**src/hdl/pcm_pkg.sv**
```systemverilog
package pcm_pkg;

  localparam int MAX_PARTS_DEF  = 16;
  localparam int COUNT_BITS_DEF = 32;
  localparam int FRAC_BITS_DEF  = 16;

  localparam int CFG_IDX_W  = 1;
  localparam int CFG_DATA_W = 5;
  localparam int OUT_W      = 32;

  localparam logic [CFG_IDX_W-1:0] REG_METRIC_SELECT = 1'd0;
  localparam logic [CFG_IDX_W-1:0] REG_NUM_PARTS     = 1'd1;

  localparam logic [1:0] MODE_VERTEX = 2'd0;
  localparam logic [1:0] MODE_ADJ    = 2'd1;
  localparam logic [1:0] MODE_EVAL   = 2'd2;

  localparam logic [1:0] MET_CUT    = 2'd0;
  localparam logic [1:0] MET_SPARSE = 2'd1;
  localparam logic [1:0] MET_COND   = 2'd2;
  localparam logic [1:0] MET_NCUT   = 2'd3;

  typedef struct packed {
    logic [1:0]  mode;
    logic [3:0]  part_u;
    logic [3:0]  part_v;
    logic [15:0] degree;
  } in_item_t;

  typedef struct packed {
    logic [OUT_W-1:0] metric_value;
    logic             zero_divisor;
    logic             saturated;
  } out_item_t;

  typedef enum logic [2:0] {
    ST_IDLE,
    ST_ACC,
    ST_EV_RD,
    ST_EV_GOT,
    ST_DIV,
    ST_DIV_END,
    ST_EV_FIN
  } state_t;

endpackage

```
**src/hdl/partition_cut_metric_engine.sv**
```systemverilog
// partition cut metric engine
// in channel (in_valid/in_ready/in_data) carries vertex, adjacency and evaluate items.
// a record that changes a counter row goes through an accumulate state, in_ready low
// there (read-modify-write of the counter memories); other records stay idle.
// an evaluate item runs a restoring divider, one quotient bit per cycle, producing
// COUNT_BITS+FRAC_BITS quotient bits per division; the steps per metric are:
//   cut size: no division
//   sparse cut, conductance: rows 0 and 1, one division unless the divisor is zero
//   normalized cut: a division per partition, none from a zero volume on
// when it ends the result goes to the out register (out_valid/out_ready/out_data)
// and all counters are cleared at once through per-row valid bits.
// a stalled receiver holds the result; records keep being accepted meanwhile,
// and the next evaluate item waits in its last step until the out register is free.
// cfg_we writes metric_select (index 0) or num_parts (index 1); the user writes
// idle only, unenforced by the block. rst (synchronous) clears counters, the out
// register and sets metric_select 0, num_parts 2; ready in the cycle after reset.
module partition_cut_metric_engine import pcm_pkg::*; #(
  parameter int MAX_PARTS  = MAX_PARTS_DEF,
  parameter int COUNT_BITS = COUNT_BITS_DEF,
  parameter int FRAC_BITS  = FRAC_BITS_DEF
) (
  input  logic                  clk,
  input  logic                  rst,
  input  logic                  in_valid,
  output logic                  in_ready,
  input  in_item_t              in_data,
  output logic                  out_valid,
  input  logic                  out_ready,
  output out_item_t             out_data,
  input  logic                  cfg_we,
  input  logic [CFG_IDX_W-1:0]  cfg_index,
  input  logic [CFG_DATA_W-1:0] cfg_data
);

  localparam int PW   = (MAX_PARTS > 1) ? $clog2(MAX_PARTS) : 1;
  localparam int CW   = $clog2(MAX_PARTS + 1);
  localparam int CB   = COUNT_BITS;
  localparam int QW   = COUNT_BITS + FRAC_BITS;
  localparam int CNTW = $clog2(QW);

  state_t state, state_next;

  logic [1:0]            metric_select;
  logic [CFG_DATA_W-1:0] num_parts;

  logic [CB-1:0] cut_mem [MAX_PARTS];
  logic [CB-1:0] vc_mem  [MAX_PARTS];
  logic [CB-1:0] vol_mem [MAX_PARTS];
  logic [MAX_PARTS-1:0] row_vld;

  logic [CB-1:0] rd_cut, rd_vc, rd_vol;
  logic          rd_vld;
  logic [PW-1:0] rd_addr, in_idx, addr;

  logic          is_vertex;
  logic [15:0]   degree;
  logic          overflow_seen;

  logic [CB-1:0]   held, num;
  logic [QW-1:0]   dq;
  logic [CB-1:0]   rem, dvs;
  logic [CNTW-1:0] cnt;
  logic [OUT_W-1:0] acc;
  logic            zdiv, sat_r;

  logic in_fire, counted, mem_we, fin_load, div_start, last;
  logic [CW-1:0] np;

  logic [CB-1:0] cut_v, vc_v, vol_v, sel_v, min_v, div_n, div_d;
  logic [CB:0]   cut_sum, vc_sum, vol_sum;
  logic [CB:0]   t, diff;
  logic          ge;
  logic [QW+OUT_W-1:0] q_ext;
  logic          term_sat;
  logic [OUT_W-1:0] term;
  logic [OUT_W:0]   acc_sum;

  assign in_fire = in_valid && in_ready;
  assign in_idx  = PW'(in_data.part_u);
  assign counted = (32'(in_data.part_u) < MAX_PARTS) &&
                   ((in_data.mode == MODE_VERTEX) ||
                    ((in_data.mode == MODE_ADJ) && (in_data.part_u != in_data.part_v)));

  always_comb begin
    if (num_parts < CFG_DATA_W'(2)) begin
      np = CW'(2);
    end else if (32'(num_parts) > MAX_PARTS) begin
      np = CW'(MAX_PARTS);
    end else begin
      np = CW'(num_parts);
    end
  end
  assign last = (CW'(addr) + CW'(1)) == np;

  assign cut_v = rd_vld ? rd_cut : '0;
  assign vc_v  = rd_vld ? rd_vc  : '0;
  assign vol_v = rd_vld ? rd_vol : '0;
  assign sel_v = (metric_select == MET_SPARSE) ? vc_v : vol_v;
  assign min_v = (held < sel_v) ? held : sel_v;

  assign cut_sum = {1'b0, cut_v} + (CB+1)'(1);
  assign vc_sum  = {1'b0, vc_v} + (CB+1)'(1);
  assign vol_sum = {1'b0, vol_v} + (CB+1)'(degree);

  assign t    = {rem, dq[QW-1]};
  assign ge   = t >= {1'b0, dvs};
  assign diff = t - {1'b0, dvs};

  assign q_ext    = (QW+OUT_W)'(dq);
  assign term_sat = |q_ext[QW+OUT_W-1:OUT_W];
  assign term     = term_sat ? '1 : q_ext[OUT_W-1:0];
  assign acc_sum  = {1'b0, acc} + {1'b0, term};

  always_comb begin
    unique case (metric_select) inside
      MET_CUT: begin
        div_n = cut_v;
        div_d = CB'(1);
      end
      MET_SPARSE, MET_COND: begin
        div_n = num;
        div_d = min_v;
      end
      default: begin
        div_n = cut_v;
        div_d = vol_v;
      end
    endcase
  end

  // next state
  always_comb begin
    state_next = state;
    unique case (state)
      ST_IDLE: begin
        if (in_fire) begin
          if (in_data.mode == MODE_EVAL) begin
            state_next = ST_EV_RD;
          end else if (counted) begin
            state_next = ST_ACC;
          end
        end
      end
      ST_ACC:   state_next = ST_IDLE;
      ST_EV_RD: state_next = ST_EV_GOT;
      ST_EV_GOT: begin
        unique case (metric_select) inside
          MET_CUT: state_next = ST_DIV_END;
          MET_SPARSE, MET_COND: begin
            if (addr == '0) begin
              state_next = ST_EV_RD;
            end else if (min_v == '0) begin
              state_next = ST_EV_FIN;
            end else begin
              state_next = ST_DIV;
            end
          end
          default: begin
            if ((vol_v == '0) || zdiv) begin
              state_next = last ? ST_EV_FIN : ST_EV_RD;
            end else begin
              state_next = ST_DIV;
            end
          end
        endcase
      end
      ST_DIV: begin
        if (cnt == '0) begin
          state_next = ST_DIV_END;
        end
      end
      ST_DIV_END: begin
        state_next = ((metric_select == MET_NCUT) && !last) ? ST_EV_RD : ST_EV_FIN;
      end
      ST_EV_FIN: begin
        if (!out_valid || out_ready) begin
          state_next = ST_IDLE;
        end
      end
      default: state_next = ST_IDLE;
    endcase
  end

  // control outputs
  always_comb begin
    in_ready  = state == ST_IDLE;
    mem_we    = state == ST_ACC;
    fin_load  = (state == ST_EV_FIN) && (!out_valid || out_ready);
    div_start = (state == ST_EV_GOT) &&
                ((state_next == ST_DIV) || (state_next == ST_DIV_END));
    rd_addr   = (state == ST_IDLE) ? in_idx : addr;
  end

  always_ff @(posedge clk) begin
    if (rst) begin
      state         <= ST_IDLE;
      metric_select <= MET_CUT;
      num_parts     <= CFG_DATA_W'(2);
      row_vld       <= '0;
      overflow_seen <= 1'b0;
      out_valid     <= 1'b0;
    end else begin
      state <= state_next;
      if (cfg_we) begin
        unique case (cfg_index)
          REG_METRIC_SELECT: metric_select <= cfg_data[1:0];
          REG_NUM_PARTS:     num_parts <= cfg_data;
          default: ;
        endcase
      end
      if (mem_we) begin
        row_vld[addr] <= 1'b1;
        if (is_vertex) begin
          if (vc_sum[CB] || vol_sum[CB]) begin
            overflow_seen <= 1'b1;
          end
        end else if (cut_sum[CB]) begin
          overflow_seen <= 1'b1;
        end
      end
      if (fin_load) begin
        row_vld       <= '0;
        overflow_seen <= 1'b0;
        out_valid     <= 1'b1;
      end else if (out_ready) begin
        out_valid <= 1'b0;
      end
    end
  end

  // counter memories
  always_ff @(posedge clk) begin
    if (mem_we) begin
      if (is_vertex) begin
        cut_mem[addr] <= cut_v;
        vc_mem[addr]  <= vc_sum[CB] ? '1 : vc_sum[CB-1:0];
        vol_mem[addr] <= vol_sum[CB] ? '1 : vol_sum[CB-1:0];
      end else begin
        cut_mem[addr] <= cut_sum[CB] ? '1 : cut_sum[CB-1:0];
        vc_mem[addr]  <= vc_v;
        vol_mem[addr] <= vol_v;
      end
    end
    rd_cut <= cut_mem[rd_addr];
    rd_vc  <= vc_mem[rd_addr];
    rd_vol <= vol_mem[rd_addr];
    rd_vld <= row_vld[rd_addr];
  end

  // datapath
  always_ff @(posedge clk) begin
    if (div_start) begin
      dq  <= {div_n, FRAC_BITS'(0)};
      rem <= '0;
      dvs <= div_d;
      cnt <= CNTW'(QW - 1);
    end
    unique case (state)
      ST_IDLE: begin
        if (in_fire) begin
          is_vertex <= in_data.mode == MODE_VERTEX;
          degree    <= in_data.degree;
          if (in_data.mode == MODE_EVAL) begin
            addr  <= '0;
            acc   <= '0;
            zdiv  <= 1'b0;
            sat_r <= 1'b0;
          end else begin
            addr <= in_idx;
          end
        end
      end
      ST_EV_GOT: begin
        unique case (metric_select) inside
          MET_CUT: ;
          MET_SPARSE, MET_COND: begin
            if (addr == '0) begin
              held <= sel_v;
              num  <= cut_v;
              addr <= PW'(1);
            end else if (min_v == '0) begin
              zdiv <= 1'b1;
            end
          end
          default: begin
            if (vol_v == '0) begin
              zdiv <= 1'b1;
            end
            if (((vol_v == '0) || zdiv) && !last) begin
              addr <= addr + PW'(1);
            end
          end
        endcase
      end
      ST_DIV: begin
        rem <= ge ? diff[CB-1:0] : t[CB-1:0];
        dq  <= {dq[QW-2:0], ge};
        cnt <= cnt - CNTW'(1);
      end
      ST_DIV_END: begin
        acc <= acc_sum[OUT_W] ? '1 : acc_sum[OUT_W-1:0];
        if (acc_sum[OUT_W] || term_sat) begin
          sat_r <= 1'b1;
        end
        if ((metric_select == MET_NCUT) && !last) begin
          addr <= addr + PW'(1);
        end
      end
      default: ;
    endcase
    if (fin_load) begin
      out_data.metric_value <= zdiv ? '0 : acc;
      out_data.zero_divisor <= zdiv;
      out_data.saturated    <= (sat_r && !zdiv) || overflow_seen;
    end
  end

endmodule

```
**config.mk**
```make
export PLATFORM = sky130hd
export DESIGN_NAME = partition_cut_metric_engine
export DESIGN_NICKNAME = d
export VERILOG_FILES = /design/src/hdl/pcm_pkg.sv /design/src/hdl/partition_cut_metric_engine.sv
export SDC_FILE = /design/constraint.sdc
export NUM_CORES = 2
export LEC_CHECK = 0
export ABC_AREA = 0
export BUFFER_PORTS_ARGS = -buffer_cell sky130_fd_sc_hd__buf_2
export CORE_MARGIN = 4
export CORE_UTILIZATION = 60
export CTS_CLUSTER_SIZE = 16
export DETAILED_ROUTE_END_ITERATION = 8
export PLACE_DENSITY = 0.76
export REMOVE_ABC_BUFFERS = 1
export SYNTH_ARGS = -nofsm -noshare
export SYNTH_HDL_FRONTEND = slang
export SYNTH_SLANG_ARGS = --single-unit
```
**constraint.sdc**
```tcl
create_clock -name clk -period 21.7 [get_ports clk]
set_input_delay 2.17 -clock clk [delete_from_list [all_inputs] [get_ports clk]]
set_output_delay 2.17 -clock clk [all_outputs]
set_load 0.03 [all_outputs]
```
==> flow_summary.toml <==
[run_status]
status = "completed"

[synth]
ys_top_cells_by_count = "1807 x edfxtp_1, 1797 x nand2_1, 432 x nand3_1"
post_synth_num_cell_types = 89
synth.most_common_cell = "edfxtp_1"
synthArstFlopShare_pct = 0
netlist.area_leader.share_pct = 65.89
ys_ff_latch = 1932
yosys_warnings = 0
synthFlopType = "edfxtp_1"
syn_area_per_cell_um2 = 12.27
syn-instance-count = 6714
yosys-top-cells-area = "edfxtp_1 66%, nand2_1 8.2%, a311oi_1 3.1%"
netlist_area_um2 = 82360
ys_seq_area_share_pct = 68.93
synth_edf_count = 1807
synth_top_area_cell = "edfxtp_1"

[sta]
fin_crit_ns = 5.955
grt_setup_unrepaired = "false"
clock_skew_ns = 0.05602
tightest_slew_ns = 1.260
final_max_slew_viol_count = 0
hold_viol = 0
timing.final.crit_share_pct = 27.44
worst_slack_ns = 15.75
setup_viol_count_final = 0
fmax_mhz = 167.9
whs_ns = 0.4651
slew_headroom_pct = 15.72

[global_routing]
grt_max_degree = 203
grt_pass1_wl_um = 320300
grtUsageMet1_pct = 42.82
grt_use_total_pct = 29.62
antenna_found_initial = 2
met2_usage_pct = 46.00
grt.busiest_layer = "met2"
grt_pass1_vias = 51890
grt_overflow = 0
grtUsageMet3_pct = 5.007

[floorplanning]
row_count = 135
die_w_um = 378.5
initial_core_util_pct = 60.57
die_h_um = 378.5
core-area_um2 = 136000
die_area_um2 = 143300
ioPinCount = 73

[layout]
postLayoutCellArea_um2 = 90650
nets = 6850
fillers = 9409
seq_area_um2 = 56770
multi_input_area_um2 = 23610
area.growth.synth_to_final_pct = 10.07
fin_util_pct = 66.67
drive_gt1_share_pct = 8.361

[worst_setup_path]
crit_type = "reg -> reg"
worst_r2r_path_depth = 17
end_kind = "flip-flop"
critical_path_required_ns = 22.15
cp-start-kind = "flip-flop"
path_max_fanout = 66
rr_startpoint = "rd_vld"
worstPathArrival_ns = 6.40
worstReg2RegEnd = "dq[26]"
r2r_slack_ns = 15.75

[drt]
ant_nets = 0
vias = 55410
vias_per_cell = 6.414
routed_wl_um = 214900
drt_iter0_markers = 7138
wl_per_cell_um = 24.88
drc_errors = 0
dr.pass1.iters = 5

[place]
dp_hpwl_um = 117100
dpl_cell_area_um2 = 84500
place_ws_ns = 15.82
port_buffers = 72
routabilityCongestion = 0.9056

[pwr]
ir_drop_mv = 0.07767
leakage_nw = 32.29
powerDensity_nw_per_um2 = 93.29

[clocking]
cts_buffer_depth = 3
cts.sinks = 1932
clkTransAtPathRegs_ns = 0.06
cts_root_buf = "clkbuf_16"
clk_latency_ns = 0.84
post_cts_buffers = 0
cts_tree = "done"
cts_made_buffers = 189
htreeDepth = 4
cts_resized = 0
ctsHoldBuffers = 0

[min_path]
min_from = "row_vld[2]"
min_to = "row_vld[2]"
hold-path-cell-count = 1
worstHoldPathType = "reg -> reg"

[run]
max_cap_viol_count = 0
-- logic make-up (layout without fill, tap and decap cells) --
group,count (synthesis),count (layout),share of synthesized area (%)
compound gates,963,963,8.183
xor+xnor,141,141,1.500
fa+ha+maj,123,123,1.887
buf+inv,542,681,2.703
flops,1932,1932,68.93
mux,101,101,1.252
other cells,0,4,0
simple gates,2912,2912,15.55
-- worst max-delay path by stage --
stage / from / to
after floorplan: in_data[21] / rd_cut[0]
after global placement: in_data[20] / rd_vc[13]
after detailed placement: in_data[20] / rd_vc[0]
after CTS: rd_vld / dq[31]
after global routing: rd_vld / dq[26]
final: rd_vld / dq[26]
-- report_power, final --
group	internal, W	switching, W	total, W
Sequential	0.00428	0.0000939	0.00437
Combinational	0.000244	0.000620	0.000864
Clock	0.00182	0.00140	0.00322
Total	0.00634	0.00212	0.00846
-- cell usage in the layout, fill, tap and decap left out, types with 31 or more instances in the layout --
master	synthesis	layout
edfxtp_1	1807	1807
nor2_1	174	160
a21oi_1	243	242
clkbuf_16	0	191
nor3_1	40	36
nand2_1	1797	1797
nand4_1	34	34
o21a_1	33	33
a21o_1	41	41
inv_1	132	132
dfxtp_1	125	124
xor2_1	64	64
nor2b_1	48	47
a31oi_1	113	111
nor4_1	37	37
and3_1	215	214
or2_2	35	35
nand3_1	432	431
clkbuf_1	271	57
xnor2_1	77	77
ha_1	121	119
and2_1	51	51
o21ai_0	103	100
buf_2	109	72
mux2i_1	85	82
a311oi_1	291	291
buf_4	5	112
clkinv_1	1	31
-- cell type report --
class                           instances  area share (%)
Sequential cell                      1932           62.62
Clock inverter                         90           1.014
Antenna cell                            4         0.01104
Timing Repair Buffer                  194           1.546
Inverter                              133          0.5507
Clock buffer                          264           5.751
Multi-Input combinational cell       4240           26.05
Tap cell                             1781           2.458
-- layer usage --
layer	up-vias	part of all wire [%]
met4	0	3.3
met5	-	0
li1	24610	-
met3	438	11
met1	27170	40
met2	3194	46
-- registers in the layout, summed over array words and instances (netlist names), 2 cells and up --
name,cells
acc,32
addr,4
cnt,6
cut_mem,512
degree,16
dq,48
dvs,32
held,32
metric_select,2
num,32
num_parts,5
out_data,34
rd_cut,32
rd_vc,32
rd_vol,32
rem,32
row_vld,16
state,3
vc_mem,512
vol_mem,512
-- critical path, stage by stage (launching register included) --
cell,delay (ns)
dfxtp_4,0.79
inv_2,0.06
buf_4,0.34
nor2_1,0.35
inv_1,0.08
ha_1,0.30
nand4_1,0.19
nor3_1,0.30
nand4_1,0.17
or2_2,0.33
nor3_1,0.24
nor3_1,0.10
nand3_2,0.10
mux2i_1,0.40
a41oi_1,0.32
a31oi_4,0.23
buf_4,0.47
buf_4,0.67
-- stage by stage --
step                      std cells  setup TNS [ns]  total power, W
after detailed placement       8279               0        0.005292
after floorplan                6305         -646.77        0.005286
final                          8638               0        0.008457
after global placement         8279               0        0.005266
after global routing           8634               0        0.008727
after CTS                      8633               0        0.008468
(Power assumes the default switching activity.)
